<file path="src/design/lkrs_pkg.sv">
package lkrs_pkg;

  localparam int unsigned MAX_LEN       = 4096;
  localparam int unsigned TABLE_ENTRIES = 8192;
  localparam int unsigned HASH_W        = 30;
  localparam int unsigned LEN_W         = $clog2(MAX_LEN + 1);
  localparam int unsigned SLOT_W        = $clog2(TABLE_ENTRIES);
  localparam int unsigned CNT_W         = 13;
  localparam int unsigned STEP_W        = $clog2(HASH_W);

  localparam logic [HASH_W-1:0] HASH_BASE = HASH_W'(31);
  localparam logic [HASH_W:0]   HASH_MOD  = (HASH_W + 1)'(1000000007);

  // operand request and response of the modular multiplier
  typedef struct packed {
    logic              start;
    logic [HASH_W-1:0] a;
    logic [HASH_W-1:0] b;
  } mm_req_t;

  typedef struct packed {
    logic              done;
    logic [HASH_W-1:0] result;
  } mm_rsp_t;

endpackage

</file>
<file path="src/design/lkrs_modmul.sv">
// Serial modular multiplier: one bit of b per cycle, most significant first.
module lkrs_modmul
  import lkrs_pkg::*;
(
  input  logic    clk_i,
  input  logic    rst_ni,
  input  mm_req_t req_i,
  output mm_rsp_t rsp_o
);

  logic              busy_q, busy_d;
  logic              done_q, done_d;
  logic [STEP_W-1:0] step_q, step_d;
  logic [HASH_W-1:0] a_q, a_d;
  logic [HASH_W-1:0] b_q, b_d;
  logic [HASH_W-1:0] r_q, r_d;
  logic [HASH_W:0]   dbl, dbl_red, acc, acc_red;

  always_comb begin
    // double, reduce, then add a if the current bit of b is set and reduce again
    dbl     = {r_q, 1'b0};
    dbl_red = (dbl >= HASH_MOD) ? dbl - HASH_MOD : dbl;
    acc     = b_q[HASH_W-1] ? dbl_red + {1'b0, a_q} : dbl_red;
    acc_red = (acc >= HASH_MOD) ? acc - HASH_MOD : acc;
  end

  always_comb begin
    busy_d = busy_q;
    done_d = 1'b0;
    step_d = step_q;
    a_d    = a_q;
    b_d    = b_q;
    r_d    = r_q;
    if (busy_q) begin
      r_d = acc_red[HASH_W-1:0];
      b_d = {b_q[HASH_W-2:0], 1'b0};
      step_d = step_q - STEP_W'(1);
      if (step_q == '0) begin
        busy_d = 1'b0;
        done_d = 1'b1;
      end
    end else if (req_i.start) begin
      busy_d = 1'b1;
      step_d = STEP_W'(HASH_W - 1);
      a_d    = req_i.a;
      b_d    = req_i.b;
      r_d    = '0;
    end
  end

  always_ff @(posedge clk_i or negedge rst_ni) begin
    if (!rst_ni) begin
      busy_q <= 1'b0;
      done_q <= 1'b0;
      step_q <= '0;
    end else begin
      busy_q <= busy_d;
      done_q <= done_d;
      step_q <= step_d;
    end
  end

  always_ff @(posedge clk_i) begin
    a_q <= a_d;
    b_q <= b_d;
    r_q <= r_d;
  end

  assign rsp_o.done   = done_q;
  assign rsp_o.result = r_q;

endmodule

</file>
<file path="config.mk">
export PLATFORM = sky130hd
export DESIGN_NAME = lkrs_modmul
export DESIGN_NICKNAME = d
export VERILOG_FILES = /design/src/design/lkrs_pkg.sv /design/src/design/lkrs_modmul.sv
export SDC_FILE = /design/constraint.sdc
export NUM_CORES = 1
export LEC_CHECK = 0
export ABC_AREA = 1
export BUFFER_PORTS_ARGS = -buffer_cell sky130_fd_sc_hd__buf_4
export CAP_MARGIN = 20
export CORE_ASPECT_RATIO = 1.2
export CORE_MARGIN = 2
export CORE_UTILIZATION = 50
export DETAILED_ROUTE_END_ITERATION = 6
export PLACE_DENSITY = 0.66
export SLEW_MARGIN = 20
export SYNTH_ARGS = -nofsm -noshare
export SYNTH_HDL_FRONTEND = slang
export SYNTH_SLANG_ARGS = --single-unit
export TNS_END_PERCENT = 50
</file>
<file path="constraint.sdc">
create_clock -name clk_i -period 4.5 [get_ports clk_i]
set_input_delay 0.225 -clock clk_i [delete_from_list [all_inputs] [get_ports clk_i]]
set_output_delay 0.225 -clock clk_i [all_outputs]
set_load 0.02 [all_outputs]
</file>
==> results of run 1 <==
## logic make-up (layout without fill, tap and decap cells)
| family | count (synthesis) | count (layout) | share of synthesized area |
|---|---|---|---|
| compound gates | 114 | 114 | 0.0720 |
| fa+ha+maj | 35 | 35 | 0.0455 |
| buf+inv | 266 | 674 | 0.109 |
| xor+xnor | 15 | 15 | 0.0134 |
| simple gates | 1078 | 1081 | 0.467 |
| flops | 97 | 97 | 0.293 |
## critical path, delay by kind of cell (launching register included)
kind / cells / cell delay (ns)
buffers and inverters: 5 / 0.60
AND/OR/NAND/NOR: 27 / 2.84
adder cells (fa/ha/maj): 2 / 0.35
AO/OA/AOI/OAI: 1 / 0.19
flip-flops: 1 / 0.43
## layout make-up
| class | instances | area share |
|---|---|---|
| Clock inverter | 7 | 0.00648 |
| Multi-Input combinational cell | 1245 | 0.493 |
| Inverter | 231 | 0.0563 |
| Sequential cell | 97 | 0.186 |
| Timing Repair Buffer | 427 | 0.223 |
| Tap cell | 261 | 0.0211 |
| Clock buffer | 9 | 0.0146 |
## sequential cells by signal (all words and copies together), names as in the netlist
name,count
done_q,1
r_q,30
a_q,30
b_q,30
busy_q,1
step_q,5
## worst paths after layout
kind / end / slack [ns] / cells past startpoint / startpoint
min: a_q[8]$_DFFE_PP_ / 0.02 / 1 / req_i[38]
min reg2reg: b_q[0]$_SDFFE_PP0P_ / 0.48 / 2 / b_q[0]$_SDFFE_PP0P_
max reg2reg: r_q[9]$_SDFFCE_PN0P_ / -0.16 / 35 / r_q[2]$_SDFFCE_PN0P_
min in group asynchronous: step_q[1]$_DFFE_PN0P_ / 0.20 / 2 / rst_ni
max in group asynchronous: busy_q$_DFF_PN0_ / 4.18 / 2 / rst_ni
max: r_q[9]$_SDFFCE_PN0P_ / -0.16 / 35 / r_q[2]$_SDFFCE_PN0P_
## timing repair
item,4_1_cts,5_1_grt
resized for setup,63,394
endpoints found under the hold margin,7,0
pin swaps,4,94
hold buffers,1,0
endpoints found under the setup margin,30,30
gates cloned,0,11
setup buffers,2,42
## placed cells by master (no fill, tap or decap), types with 6 or more instances in the layout
| cell type | netlist | final |
|---|---|---|
| nand2_1 | 635 | 479 |
| buf_4 | 8 | 404 |
| inv_1 | 225 | 197 |
| nand2_2 | 9 | 137 |
| nand3_1 | 184 | 134 |
| nor2_1 | 173 | 114 |
| edfxtp_1 | 89 | 89 |
| nand3_2 | 5 | 48 |
| nor2_4 | 1 | 34 |
| nor2_2 | 8 | 34 |
| inv_2 | 6 | 33 |
| a21oi_1 | 55 | 31 |
| nand2_4 | 2 | 28 |
| a22o_1 | 28 | 28 |
| ha_4 | 0 | 27 |
| nand4_1 | 26 | 26 |
| a21oi_2 | 1 | 22 |
| o21ai_0 | 22 | 18 |
| clkbuf_16 | 0 | 16 |
| nand3b_1 | 15 | 15 |
| nand3_4 | 2 | 10 |
| xor2_1 | 11 | 10 |
| buf_6 | 5 | 8 |
| ha_1 | 34 | 7 |
| nor3_2 | 0 | 6 |
| dfrtp_1 | 7 | 6 |
| buf_12 | 0 | 6 |
## routing by layer
metal  track usage  vias up  part of all wire
met1         0.407     5872              0.37
met4         0.215        0             0.072
met5             0        -                 0
met3        0.0361      192             0.071
li1              -     5948                 -
met2         0.617      649              0.48
## per-stage QoR
step | utilization | instances
floorplan | - | 1605
global placement | 0.660 | 2205
detailed placement | 0.660 | 2205
CTS | 0.694 | 2224
global route | 0.798 | 2277
finish | 0.798 | 2277
## Yosys cell counts (11+ instances only)
| cell | n | area share |
|---|---|---|
| nand4_1 | 26 | 0.017 |
| nand3_1 | 184 | 0.094 |
| clkbuf_1 | 14 | 0.0054 |
| a21oi_1 | 55 | 0.028 |
| nand3b_1 | 15 | 0.012 |
| nor2_1 | 173 | 0.066 |
| xor2_1 | 11 | 0.0098 |
| a22o_1 | 28 | 0.025 |
| ha_1 | 34 | 0.043 |
| edfxtp_1 | 89 | 0.27 |
| nand2_1 | 635 | 0.24 |
| inv_1 | 225 | 0.086 |
| o21ai_0 | 22 | 0.011 |
==> reports/summary.md, run 1 <==
The pre-CTS setup slack was -0.476 ns; the deepest clock path buffer count was 2. The post-route cell area was 15400 µm². On the worst path, the slowest cell contributes a delay of 0.43 ns. Setup violations remaining at the end of the flow were counted as 30.

In this run the standard cell core region covers 19300 µm². The tools report the synthesized cell area as 9790 µm². The floorplan step defined a die boundary enclosing 20700 µm². The via count of the first global-routing pass is 11121. The total vias in the final route was 12661; the relative area change from synthesis to final layout was 57.8%. For the total routing usage reported by global routing, the log shows 0.348.

The total of fill cells in the finished design is 1423, and the area of the multi-input gates is 7610 µm². The run gives 94 as the top-level port count. STA classifies the critical path endpoint as a register. The clock arrives with 0.0141 ns of skew. The mean routed wirelength per cell works out to 18.3 µm. Final-layout worst hold slack: 0.0238 ns.

For the post-route antenna net violation count, the log shows 0. The floorplan has 56 rows. After global routing the overflow that remains totals 0.

The ratio of cells with drive above 1 in the final layout is 0.418. For the detailed-placement wirelength estimate, the log shows 29.7 mm. After the first detailed-routing iteration, the DRC count stood at 1335.

The run gives 0.506 as the starting utilization of the core area. The first TritonRoute pass finished after 7 iterations. The repair_antennas step left the layout with diodes totalling 0. After detailed routing, the total wire length is 41.6 mm.

Using the TritonRoute via totals, the vias-per-cell ratio works out to 5.56. The tools report the worst slew margin relative to its limit as 0.471. The worst hold path belongs to the class input pin to register.

The first-pass GRT wire length was 55.9 mm. Among all flip-flop cells after synthesis, the most frequent one is edfxtp_1. Entering global routing, the biggest net connects 54 pins.

Die boundary width: 132 µm. The cell with the most instances on the worst path is nand2_1. Critical path launch point type: a register. Data on the critical path is required at its endpoint by 4.63 ns.

The floorplan step set the die height to 157 µm. Transition time of the tightest slew-check pin: 0.792 ns. The logs give 97 for the clock net sink count and 0 for the max-capacitance violation count. The register area share after synthesis is 0.293. Counting every net in the synthesized netlist gives 1703. The clock period minus final worst setup slack was 4.66 ns; the area used by sequential logic in the layout was 2870 µm². The post-CTS clock slew at the launch and capture registers of the worst setup and hold paths came out at 0.08 ns. The post-route setup TNS is -2.40 ns, and the max-slew violation count is 0. After detailed routing, the number of remaining DRC violations is 0. Setup repair after global routing could not meet its margin everywhere. Counting the buffers created by CTS gives 9. TritonCTS built the clock tree. The classification of the worst setup path was register to register. The synthesized netlist contains 39 unique library cells. The checks that failed: setup timing. For the worst setup path, the data arrival time is 4.79 ns. The run finished, with violations left. The total count of hold-check failures in the final report is 0. CTS root buffer: clkbuf_16.

The Yosys step of the flow raised 0 warnings. The run gives -0.161 ns as the least setup slack across all paths after layout. The H-tree generated during clock tree synthesis spans 3 levels.

The slowest stage of the critical path belongs to the cell edfxtp_1. The worst-path maximum fanout was 6; the top achievable clock speed was 215 MHz. The proportion of synthesized flip-flops having asynchronous set or reset is 0.0722.

Routability-driven placement finished with a final weighted congestion of 1.01. The number of buffers added on ports is 93, and the synthesized area divided by synthesized cell count is 6.10 µm². Synthesis inferred 97 register bits. Synthesis produced 1605 cells. The number of antenna violations at the first check in global routing was 0; the final critical-path share of the clock period was 1.04. In this run, synthesis inferred 89 flip-flops with an integrated enable.

The tools report the final-stage net count as 2109. Once placement finished, the instance area stood at 12800 µm². Clock latency on the worst-skew pair, taken at its later pin, is 0.37 ns.
Power of run 1 is not shown: default switching activity piles up to over one toggle a cycle in this logic, so the estimate is an artifact.
==> inputs of run 2 (changes only) <==
Clock period 4.5 ns to 5 ns, I/O delays scaled along.
==> run 2 against run 1 <==
Effect of this change: largest cell class unchanged; clock skew decreased by 0.0015 ns; sequential cell count unchanged; critical path depth decreased by 4; worst setup slack improved by 0.37 ns; core utilization decreased by 16 points; the flow now finishes without violations; sequential share of layout area increased by 4.7 points; register-to-register slack improved by 0.37 ns; wire length decreased by 15%; fmax decreased by 2.7%; count of clock-buffer cells in the layout unchanged; first-iteration DRC count decreased by 39%.
==> reports/summary.md, run 2 (synthesis results as in run 1) <==
The run finished with clean final reports. The top-level port count is 94. For the area enclosed by the die boundary, the log shows 20700 µm².

Setup repair after global routing could not meet its margin everywhere. The largest registers in the layout are a_q: 30 flops, b_q: 30 flops, r_q: 30 flops. Once detail routing completed, the nets flagged for antenna violations numbered 0. TritonCTS built the clock tree.

Starting utilization of the core area: 0.506. The die boundary width is 132 µm. The count of placed standard cells in the final layout, fillers left out is 2071, and the maximum single-stage delay on the critical path is 0.49 ns. The total routing usage reported by global routing is 0.336, and the first-pass GRT wire length is 53.4 mm. The final layout contains routed wiring with a total length of 35.3 mm. The total vias in the final route is 11101, and the instance area after placement is 11500 µm². For the via count of the first global-routing pass, the log shows 10230. The worst setup path is captured at a register. Using the TritonRoute via totals, the vias-per-cell ratio works out to 5.36. The pre-antenna-repair detailed-routing pass consisted of 6 iterations. The worst slew margin relative to its limit came out at 0.343. The classification of the worst setup path is register to register. The setup skew after layout was 0.0126 ns.

The number of buffers added on ports is 93, and the ratio of cells with drive above 1 in the final layout is 0.201. Timing analysis after detailed placement gives a worst setup slack of 0.00940 ns. Setup violations remaining at the end of the flow were counted as 0. Summed over all layers, the global routing overflow is 0. The tools report the total CTS buffers as 9. The path with the worst hold slack has its endpoint at a_q[22]$_DFFE_PP_. The logs give 2043 for the number of instances in the placed design and 0 for the max-capacitance violation count. The maximum level of the CTS H-tree came out at 3.

In this run, the number of DRC markers left after iteration 0 of detailed routing was 819. For the worst-skew pair, the clock arrives at the later sink with an insertion delay of 0.37 ns. The logic depth of the worst register-to-register path works out to 31. The relative area change from synthesis to final layout was 26.1%; the clock period minus final worst setup slack was 4.79 ns. For the worst endpoint required time, the log shows 5.17 ns. The mean routed wirelength per cell works out to 17.0 µm. The tree is rooted in a clkbuf_16.

In this run the core area contains 56 standard-cell rows. The min-delay analysis places its worst path in the category input pin to register. The total count of hold-check failures in the final report is 0, and the top achievable clock speed is 209 MHz. The logs give 4.96 ns for the data arrival at the endpoint of the critical path and 0 for the count of unresolved DRC violations after routing. Setup slack on the critical path of the routed design comes to 0.211 ns. The post-CTS clock slew at the launch and capture registers of the worst setup and hold paths was 0.08 ns; the number of cells on the worst hold path was 1. On the critical path, the stage with the largest delay is an instance of edfxtp_1. The library cell used most frequently in the layout, excluding fill and tap cells, is nand2_1. In this run the vertical extent of the chip is 157 µm.

At the pin with the least slew margin, the transition time is 0.986 ns. In the layout the commonest cells are nand2_1, inv_1, buf_4, nand3_1, nor2_1. For the number of antenna violations at the first check in global routing, the log shows 0.

The setup slack of the most critical reg-to-reg path is 0.21 ns, and the detailed-placement wirelength estimate is 28.7 mm. The post-route cell area was 12300 µm²; the placer's final routability congestion estimate was 1.03. The final critical-path share of the clock period came out at 0.958. On the final layout, the worst hold slack is 0.0598 ns. For the placeable core region, the log shows 19300 µm².

For the antenna diode count, the log shows 0. The worst setup path is launched from a register. The launch point of the worst reg-to-reg path was r_q[16]$_SDFFCE_PN0P_.

The cell with the most instances on the worst path is nand2_1. Of all nets on the critical path, the largest fanout is 13. In this run the most critical hold path is launched from req_i[52]. The clock passes through at most 2 buffers. The end of the worst register-to-register path was r_q[13]$_SDFFCE_PN0P_. The run gives 0 as the max-slew violation count. Entering global routing, the biggest net connects 55 pins. In the final design database the tool counted 1903 nets. Clock net sink count: 97.

For the total of fill cells in the finished design, the log shows 1909.
[run 2: cell count changes in the layout (fill, tap and decap cells not counted), sizes merged]
cell / before / now
buf: 419 / 223
clkbuf: 16 / 9
nand2: 648 / 646
bufinv: 1 / 0
clkinvlp: 0 / 1
nand3: 192 / 191
[run 2: worst max-delay path by stage]
| stage | slack (ns) | startpoint | to |
|---|---|---|---|
| finish | 0.21 | r_q[16]$_SDFFCE_PN0P_ | r_q[13]$_SDFFCE_PN0P_ |
| global route | -0.05 | r_q[2]$_SDFFCE_PN0P_ | r_q[5]$_SDFFCE_PN0P_ |
| CTS | 0.01 | r_q[2]$_SDFFCE_PN0P_ | r_q[24]$_SDFFCE_PN0P_ |
| detailed placement | 0.009 | r_q[2]$_SDFFCE_PN0P_ | r_q[24]$_SDFFCE_PN0P_ |
| global placement | 0.08 | r_q[21]$_SDFFCE_PN0P_ | r_q[20]$_SDFFCE_PN0P_ |
| floorplan | 0.60 | r_q[2]$_SDFFCE_PN0P_ | r_q[12]$_SDFFCE_PN0P_ |
[run 2: worst max-delay path: cells and delay by family (launching register included)]
| family | cells | cell delay (ns) |
|---|---|---|
| DFF | 1 | 0.49 |
| buffers and inverters | 6 | 0.78 |
| and+or+nand+nor | 22 | 2.45 |
| adders and majority gates | 1 | 0.30 |
| AOI/OAI and AO/OA | 2 | 0.56 |
[run 2: per-layer routing]
metal / track usage / part of all wire / up-vias
met5: 0 / 0 / -
met4: 0.213 / 0.063 / 0
met3: 0.0361 / 0.057 / 100
met2: 0.581 / 0.48 / 431
met1: 0.401 / 0.40 / 5030
li1: - / - / 5540
[run 2: stage by stage]
step	setup TNS [ns]	utilization
global route	-0.464	0.638
detailed placement	0	0.596
finish	0	0.638
CTS	0	0.612
floorplan	0	-
global placement	0	0.596
[run 2: area by class of cell]
cell class	instances	area, µm²	share of cell area
Clock buffer	9	225	0.0183
Clock inverter	7	65.1	0.00527
Inverter	231	867	0.0703
Multi-Input combinational cell	1242	6250	0.506
Sequential cell	97	2870	0.233
Tap cell	261	327	0.0265
Timing Repair Buffer	224	1740	0.141
[run 2: what timing repair did]
action / CTS / global route
hold endpoints to repair: 7 / 0
pin swaps: 1 / 15
hold buffers: 1 / 0
endpoints found under the setup margin: 1 / 30
gates resized for setup: 2 / 101
setup buffers: 0 / 11
gates cloned: 0 / 0
Power of run 2 is left out for the same reason.
